**src/hdl/chce_pkg.sv**
```systemverilog
// Shared types, field layout and codes of the cubic Hermite curve evaluator.
package chce_pkg;

   localparam int DEF_MAX_POINTS = 64;
   localparam int DEF_FRAC_BITS  = 16;
   localparam int COORD_BITS     = 32;

   localparam int FUNC_W     = 2;
   localparam int IDX_W      = 6;
   localparam int U_W        = 22;
   localparam int CNT_W      = 7;
   localparam int STATUS_W   = 2;
   localparam int REQ_DATA_W = 128;
   localparam int RSP_DATA_W = 3 * COORD_BITS;

   localparam int IDX_LSB = 0;
   localparam int VX_LSB  = IDX_LSB + IDX_W;
   localparam int VY_LSB  = VX_LSB + COORD_BITS;
   localparam int VZ_LSB  = VY_LSB + COORD_BITS;
   localparam int U_LSB   = VZ_LSB + COORD_BITS;

   localparam logic [CNT_W-1:0] CNT_RESET = CNT_W'(2);

   typedef enum logic [FUNC_W-1:0] {
      FUNC_LOAD_POINT   = 2'd0,
      FUNC_LOAD_TANGENT = 2'd1,
      FUNC_EVAL_POINT   = 2'd2,
      FUNC_EVAL_DERIV   = 2'd3
   } func_type;

   typedef enum logic [STATUS_W-1:0] {
      STATUS_OK        = 2'd0,
      STATUS_BAD_INDEX = 2'd1,
      STATUS_BAD_PARAM = 2'd2
   } status_type;

   typedef logic signed [COORD_BITS-1:0] coord_type;
   typedef coord_type [2:0] vec_type;
   // p0, p1, t0, t1 from index 0 up
   typedef vec_type [3:0] pts_type;

   typedef struct packed {
      logic       deriv;
      logic       blend;
      logic       last;
      status_type status;
   } ctl_type;

endpackage

```
**src/hdl/chce_basis.sv**
```systemverilog
// Hermite basis weights: square, cube and weight stages for curve or derivative.
module chce_basis #(
   parameter int FRAC_BITS = 16,
   parameter int WGT_W     = FRAC_BITS + 4
) (
   input  logic                        clock,
   input  logic                        en1,
   input  logic                        en2,
   input  logic                        en3,
   input  logic [FRAC_BITS-1:0]        t_in,
   input  logic                        deriv2,
   output logic [3:0][WGT_W-1:0]       weight
);
   import chce_pkg::*;

   localparam int PROD_W = 2 * FRAC_BITS;
   localparam logic [PROD_W-1:0] HALF_P = PROD_W'(1) << (FRAC_BITS - 1);
   localparam logic signed [WGT_W-1:0] ONE_W = WGT_W'(1) << FRAC_BITS;

   logic [PROD_W-1:0]    sq_full;
   logic [PROD_W-1:0]    cube_full;
   logic [FRAC_BITS-1:0] t1_ff;
   logic [FRAC_BITS-1:0] s2_1_ff;
   logic [FRAC_BITS-1:0] t2_ff;
   logic [FRAC_BITS-1:0] s2_2_ff;
   logic [FRAC_BITS-1:0] s3_2_ff;
   logic signed [WGT_W-1:0] tw;
   logic signed [WGT_W-1:0] s2w;
   logic signed [WGT_W-1:0] s3w;
   logic signed [WGT_W-1:0] h00;
   logic signed [WGT_W-1:0] d00;
   logic [3:0][WGT_W-1:0] weight_in;
   logic [3:0][WGT_W-1:0] weight_ff;

   assign sq_full   = {FRAC_BITS'(0), t_in} * {FRAC_BITS'(0), t_in} + HALF_P;
   assign cube_full = {FRAC_BITS'(0), s2_1_ff} * {FRAC_BITS'(0), t1_ff} + HALF_P;

   always_ff @(posedge clock) begin
      if (en1) begin
         t1_ff   <= t_in;
         s2_1_ff <= sq_full[PROD_W-1:FRAC_BITS];
      end
      if (en2) begin
         t2_ff   <= t1_ff;
         s2_2_ff <= s2_1_ff;
         s3_2_ff <= cube_full[PROD_W-1:FRAC_BITS];
      end
      if (en3) begin
         weight_ff <= weight_in;
      end
   end

   always_comb begin
      tw  = $signed({{(WGT_W-FRAC_BITS){1'b0}}, t2_ff});
      s2w = $signed({{(WGT_W-FRAC_BITS){1'b0}}, s2_2_ff});
      s3w = $signed({{(WGT_W-FRAC_BITS){1'b0}}, s3_2_ff});
      h00 = (s3w <<< 1) - (s2w <<< 1) - s2w + ONE_W;
      d00 = (((s2w - tw) <<< 1) + (s2w - tw)) <<< 1;
      if (deriv2) begin
         weight_in[0] = d00;
         weight_in[1] = -d00;
         weight_in[2] = (s2w <<< 1) + s2w - (tw <<< 2) + ONE_W;
         weight_in[3] = (s2w <<< 1) + s2w - (tw <<< 1);
      end else begin
         weight_in[0] = h00;
         weight_in[1] = ONE_W - h00;
         weight_in[2] = s3w - (s2w <<< 1) + tw;
         weight_in[3] = s3w - s2w;
      end
   end

   assign weight = weight_ff;

endmodule

```
**config.mk**
```make
export PLATFORM = sky130hd
export DESIGN_NAME = chce_basis
export DESIGN_NICKNAME = d
export VERILOG_FILES = /design/src/hdl/chce_pkg.sv /design/src/hdl/chce_basis.sv
export SDC_FILE = /design/constraint.sdc
export NUM_CORES = 1
export LEC_CHECK = 0
export ABC_AREA = 1
export BUFFER_PORTS_ARGS = -buffer_cell sky130_fd_sc_hd__buf_2
export CAP_MARGIN = 20
export CORE_AREA = 4 4 230 232
export DETAILED_ROUTE_END_ITERATION = 10
export DIE_AREA = 0 0 234 236
export PLACE_DENSITY = 0.79
export SYNTH_ARGS = -nofsm -noshare
export SYNTH_HDL_FRONTEND = slang
export SYNTH_SLANG_ARGS = --single-unit
export TNS_END_PERCENT = 1
```
**constraint.sdc**
```tcl
create_clock -name clock -period 7.35 [get_ports clock]
set_input_delay 1.47 -clock clock [delete_from_list [all_inputs] [get_ports clock]]
set_output_delay 1.47 -clock clock [all_outputs]
set_load 0.02 [all_outputs]
```
==> results.md, run 1 <==
- Final setup fails: 0
- Dpl hpwl: 62200 um
- Post-CTS Setup Bufs: 0
- Syn Area/Cell: 7.67 sq um
- Synthesized cell area: 30300 sq um
- Post-Synthesis Cells: 3951
- Routed vias: 25200
- Routed len/inst: 16.0 um
- R2r setup slk: 0.85 ns
- Syn_nets: 4740
- # DRC: 0
- Post-synth top cells: nand2_1, inv_1, ha_1
- Vias per cell: 5.39
- Total CTS buffers: 17
- CTS max path bufs: 2
- Worst r2r path cells: 20
- Slew @ Worst Pin: 1.05 ns
- PostCTS Resize Cnt: 0
- Row cnt: 83
- Max_cap viols: 0
- Synth Flop Type: edfxtp_1
- Synth top area cells: fa_1, ha_1, edfxtp_1, nand2_1, inv_1
- RR Endpoint: s3_2_ff[10]$_DFFE_PP_
- Worst Setup End Kind: flip-flop
- Number of global-route vias before repair: 25600
- Root Buffer: clkbuf_16
- Congestion Overflow GR: 0
- DR pass1 iterations: 6
- CP Launch Type: input pin
- Minimum clock period: 6.64 ns
- Post-synthesis sequential area ratio: 15.7%
- Cell taking the most area after synthesis: fa_1
- # nets final: 4769
- Type of the worst setup path: input pin to flip-flop
- Die width: 234 um
- Min-delay worst type: flip-flop to flip-flop
- Routability-driven placement congestion ratio: 0.994
- YS warnings: 0
- Critical Path RT: 7.59 ns
- Core box area: 51000 sq um
- Outcome: completed
- Share of post-route cells with drive strength above 1: 4.61%
- TritonCTS clock tree: yes
- Drt total wl: 74600 um
- Post-synthesis cell type count: 52
- All-Layer GR Usage: 28.1%
- EDFF count, synth: 158
- Hold Path Cell Cnt: 1
- Final critical-path share of the clock period: 90.3%
- Worst-path fanout max: 18
- Number of port buffers: 100
- Initial Util: 59.4%
- # IOs: 101
- Hold wc startpoint: s2_1_ff[1]$_DFFE_PP_
- H-tree Lvls: 4
- Worst-path clk slew: 0.07 ns
- Seq cells post-synth: 158
- Pin count of the biggest net entering global routing: 79
- Hold_buf cts: 0
- Final hold vios: 0
- Die Area: 55200 sq um
- Initial DRC count: 1755
- Most numerous cell in the Yosys netlist: nand2_1
- Fmax: 0.151 GHz
- Global-route wire length before repair: 124000 um
- Clk_skew: 0.0129 ns
- Slew margin rel.: 29.9%
- Synth-to-layout area growth: 5.40%
- TNS Setup: 0 ns
- Die H: 236 um
- Skew-Pair Late Insertion Delay: 0.48 ns
- Final antenna-violating net count: 0
- RSZ-0062 raised after global routing: false
- Top cell type's share of synthesized area: 23.6%
- Hold Crit Endpoint: s2_2_ff[1]$_DFFE_PP_
- Antenna violations before repair: 3
- Ys async rst share: 0%
- Slew Limit Fails: 0
- Clk sinks: 158
- Worst r2r src: s2_1_ff[11]$_DFFE_PP_
- Crit path arrival time: 6.88 ns
-- layout make-up --
type / instances / area, sq um
antenna: 1 / 2.50
inverter: 943 / 3540
sequential: 158 / 4740
timing repair buffer: 118 / 638
clock buffer: 19 / 433
fill: 4485 / 19000
tap: 680 / 851
clock inverter: 13 / 139
multi-input combinational: 2742 / 21600
-- how the worst max path moves through the flow --
stage / from / endpoint / slack (ns) / cells after the start
floorplan: t_in[8] / s2_1_ff[8]$_DFFE_PP_ / 0.58 / 22
global placement: t_in[8] / s2_1_ff[12]$_DFFE_PP_ / 0.42 / 21
detailed placement: t_in[8] / s2_1_ff[12]$_DFFE_PP_ / 0.29 / 21
CTS: t_in[8] / s2_1_ff[12]$_DFFE_PP_ / 0.77 / 21
global route: t_in[8] / s2_1_ff[8]$_DFFE_PP_ / 0.28 / 21
finish: t_in[8] / s2_1_ff[12]$_DFFE_PP_ / 0.71 / 21
-- sequential cells by signal, summed over array words and instances, names as in the netlist --
signal / count
t2_ff: 16
t1_ff: 16
s2_2_ff: 16
s3_2_ff: 16
weight: 78
s2_1_ff: 16
-- cells in the final DEF (no fill, tap or decap), types with 99 or more instances in the layout --
| cell | netlist | layout |
|---|---|---|
| a21oi_1 | 201 | 201 |
| buf_2 | 1 | 99 |
| edfxtp_1 | 158 | 158 |
| fa_1 | 358 | 358 |
| ha_1 | 410 | 410 |
| inv_1 | 940 | 940 |
| nand2_1 | 980 | 980 |
| nand3_1 | 136 | 136 |
| nor2_1 | 172 | 172 |
| o21ai_0 | 148 | 148 |
-- per-layer routing --
metal  vias up  global-route usage [%]  part of all wire, %
met5         -                       0                    0
met4         0                    11.6                  4.2
met3       219                    4.02                  5.8
met2       815                    49.4                   50
met1     11900                    34.4                   40
li1      12300                       -                    -
-- worst max-delay path: stages --
cell and delay (ns):
buf_2 0.34, nand2_1 0.19, fa_1 0.55, fa_1 0.46
fa_1 0.54, inv_1 0.06, fa_1 0.49, fa_1 0.49
inv_1 0.05, fa_1 0.49, inv_1 0.05, ha_1 0.30
nand2_1 0.09, nor2_1 0.15, nand4_1 0.10, o21ai_1 0.23
a21boi_0 0.17, o21ai_0 0.36, nand2_1 0.12, nand3_1 0.10
nand2_1 0.06
-- kinds of logic (layout without fill, tap and decap cells) --
kind of cell | count (synthesis) | count (layout) | synth area share [%]
AND/OR/NAND/NOR | 1392 | 1392 | 18.8
buffers and inverters | 1051 | 1093 | 13.1
adder cells (fa/ha/maj) | 768 | 768 | 40.6
AO/OA/AOI/OAI | 464 | 464 | 8.47
flip-flops | 158 | 158 | 15.7
XOR/XNOR | 118 | 118 | 3.41
other | 0 | 1 | 0
-- metrics by stage --
stage	worst slack [ns]	hold slack [ns]	util (%)	area (sq um)	std cells
after floorplan	0.576	0.424	-	30300	3951
after global placement	0.418	0.701	61.5	31400	4641
after detailed placement	0.295	0.715	61.5	31400	4641
after CTS	0.771	0.726	62.6	31900	4673
after global routing	0.279	0.764	62.6	31900	4673
final	0.711	0.745	62.6	31900	4674
Power of run 1 is not shown: default switching activity piles up to over one toggle a cycle in this logic, so the estimate is an artifact.
==> inputs of run 2 (changes only) <==
ABC_AREA = default   (was 1)
CORE_AREA = 4 4 223 225   (was 4 4 230 232)
DIE_AREA = 0 0 227 229   (was 0 0 234 236)
==> run 2 against run 1 <==
Effect of this change:
- synthesized cell count is 23% lower
- global-route usage is 1.7 points lower
- die area is 5.9% lower
- via count is 15% lower
- critical path depth is 2 higher
- hold slack worse by 0.088 ns
- worst setup slack worse by 0.40 ns
- critical endpoint is now s2_1_ff[10]$_DFFE_PP_
==> results.md, run 2 <==
- CTS max path bufs: 2
- H-tree Lvls: 4
- Synthesized cell area: 28300 sq um
- Number of port buffers: 100
- PostCTS Resize Cnt: 0
- Congestion Overflow GR: 0
- Max reg flops: 78
- Compound-Gate Fraction of Synth Area: 9.51%
- RR Endpoint: s3_2_ff[15]$_DFFE_PP_
- Synth-to-layout area growth: 8.03%
- All-Layer GR Usage: 26.4%
- Total CTS buffers: 17
- # nets final: 3935
- # DRC: 0
- Synth top area cells: fa_1, ha_1, edfxtp_1, inv_1, nand2_1
- Dpl hpwl: 56200 um
- Number of global-route vias before repair: 23400
- DR pass1 iterations: 5
- Top cell type's share of synthesized area: 25.3%
- Post-synthesis sequential area ratio: 16.8%
- Commonest non-fill, non-tap cells in the layout: inv_1, ha_1, fa_1, nand2_1, and2_1
- Routed len/inst: 17.7 um
- Seq cells post-synth: 158
- Worst r2r src: t1_ff[7]$_DFFE_PP_
- # IOs: 101
- Max_cap viols: 0
- Clk_skew: 0.0171 ns
- Slew Limit Fails: 0
- CP Launch Type: input pin
- Post-synth top cells: inv_1, ha_1, fa_1
- Final critical-path share of the clock period: 95.8%
- Slew margin rel.: 38.1%
- Outcome: completed
- Global-route wire length before repair: 111000 um
- Drt total wl: 66900 um
- YS warnings: 0
- XOR/XNOR Fraction of Synth Area: 5.72%
- Critical Path RT: 7.57 ns
- Most numerous cell in the Yosys netlist: inv_1
- Skew-Pair Late Insertion Delay: 0.48 ns
- Crit path arrival time: 7.26 ns
- Worst Setup End Kind: flip-flop
- Die Area: 52000 sq um
- Hold Path Cell Cnt: 1
- Post-synthesis cell type count: 86
- Commonest non-fill, non-tap cell in the layout: inv_1
- Post-synthesis simple-gate area fraction: 15.1%
- R2r setup slk: 0.36 ns
- Cell taking the most area after synthesis: fa_1
- Vias per cell: 5.69
- Minimum clock period: 7.04 ns
- Largest family of logic cells by synthesized area: adder cells
- Area of the multi-input gates: 21200 sq um
- Fmax: 0.142 GHz
- Sequential cell area: 4740 sq um
- Pin count of the biggest net entering global routing: 79
- Clk sinks: 158
- Min-delay worst type: flip-flop to flip-flop
- Core box area: 47500 sq um
- Hold_buf cts: 0
- RSZ-0062 raised after global routing: false
- TritonCTS clock tree: yes
- Root Buffer: clkbuf_16
- Placed inst area: 30000 sq um
- Fin area: 30600 sq um
- Routability-driven placement congestion ratio: 0.921
- Ys async rst share: 0%
- Die H: 229 um
- Type of the worst setup path: input pin to flip-flop
- Final antenna-violating net count: 0
- Post-CTS Setup Bufs: 0
- Share of post-route cells with drive strength above 1: 8.71%
- Slew @ Worst Pin: 0.928 ns
- Post-Synthesis Cells: 3023
- EDFF count, synth: 158
- Antenna violations before repair: 0
- Worst r2r path cells: 23
- Initial DRC count: 1296
- Final setup fails: 0
- Hold Crit Endpoint: t2_ff[4]$_DFFE_PP_
- Row cnt: 80
- Hold wc startpoint: t1_ff[4]$_DFFE_PP_
- Proportion of synthesized area in mux cells: 1.04%
- Fill cells: 3722
- Final hold vios: 0
- Routed vias: 21500
- Die width: 227 um
- Adder-cell share of the synthesized area: 43.5%
- Initial Util: 59.5%
- Synth Flop Type: edfxtp_1
- Syn_nets: 3812
- ANT cells: 0
- Syn Area/Cell: 9.36 sq um
- Worst-path clk slew: 0.07 ns
- Worst-path fanout max: 17
run 2: cell types whose count changed after synthesis, sizes merged, moves of 37 or more:
cell    before  now
nand2      990  302
o21ai      163   96
nand3      140   45
xnor2       40  130
clkbuf      98   61
nor2       181  141
a21oi      201  114
inv        943  551
and2         8  176
run 2: worst max-delay path by stage:
| stage | from | end | slack (ns) | cells after the start |
|---|---|---|---|---|
| 5_1_grt | t_in[2] | s2_1_ff[10]$_DFFE_PP_ | 0.006 | 24 |
| 6_report | t_in[5] | s2_1_ff[10]$_DFFE_PP_ | 0.31 | 23 |
| 4_1_cts | t_in[7] | s2_1_ff[10]$_DFFE_PP_ | 0.28 | 23 |
| 2_1_floorplan | t_in[1] | s2_1_ff[15]$_DFFE_PP_ | 0.30 | 23 |
| 3_5_place_dp | t_in[5] | s2_1_ff[10]$_DFFE_PP_ | -0.19 | 23 |
| 3_3_place_gp | t_in[5] | s2_1_ff[10]$_DFFE_PP_ | -0.1 | 23 |
run 2: final cells by class:
type | instances | share of cell area, %
clock buffers | 19 | 1.42
clock inverters | 13 | 0.500
inverters | 551 | 6.77
multi-input cells | 2241 | 69.3
flip-flops and latches | 158 | 15.5
well taps | 615 | 2.52
repair buffers | 177 | 3.95
run 2: cells by family after synthesis:
group / Yosys count
flops: 158
buf+inv: 624
fa+ha+maj: 768
simple gates: 859
compound gates: 404
mux: 27
xor+xnor: 183
run 2: per-stage QoR:
stage / setup TNS (ns) / hold slack (ns) / cells / setup slack (ns) / utilization [%]
4_1_cts: 0 / 0.655 / 3773 / 0.284 / 64.2
5_1_grt: 0 / 0.658 / 3774 / 0.00601 / 64.3
3_5_place_dp: -0.188 / 0.643 / 3741 / -0.188 / 63.0
6_report: 0 / 0.657 / 3774 / 0.308 / 64.3
2_1_floorplan: 0 / 0.506 / 3023 / 0.298 / -
3_3_place_gp: -0.0987 / 0.637 / 3741 / -0.0987 / 63.0
run 2: layer usage:
metal  track usage, %  share of wire (%)
met3             3.36                5.1
met1             31.6                 40
met2             47.9                 51
met5                0                  0
met4             10.3                3.6
run 2: worst max-delay path: stages:
cell,delay (ns)
buf_2,0.31
nand2_1,0.16
inv_1,0.11
fa_1,0.44
inv_1,0.09
fa_1,0.43
fa_1,0.51
inv_1,0.06
fa_1,0.49
fa_1,0.49
inv_1,0.05
fa_1,0.47
inv_1,0.04
ha_1,0.29
nand4_1,0.11
a21oi_1,0.28
nand4_1,0.17
a31oi_1,0.21
buf_4,0.16
o21ai_0,0.15
o21bai_1,0.22
buf_4,0.15
xor2_1,0.37
Power of run 2 is left out for the same reason.
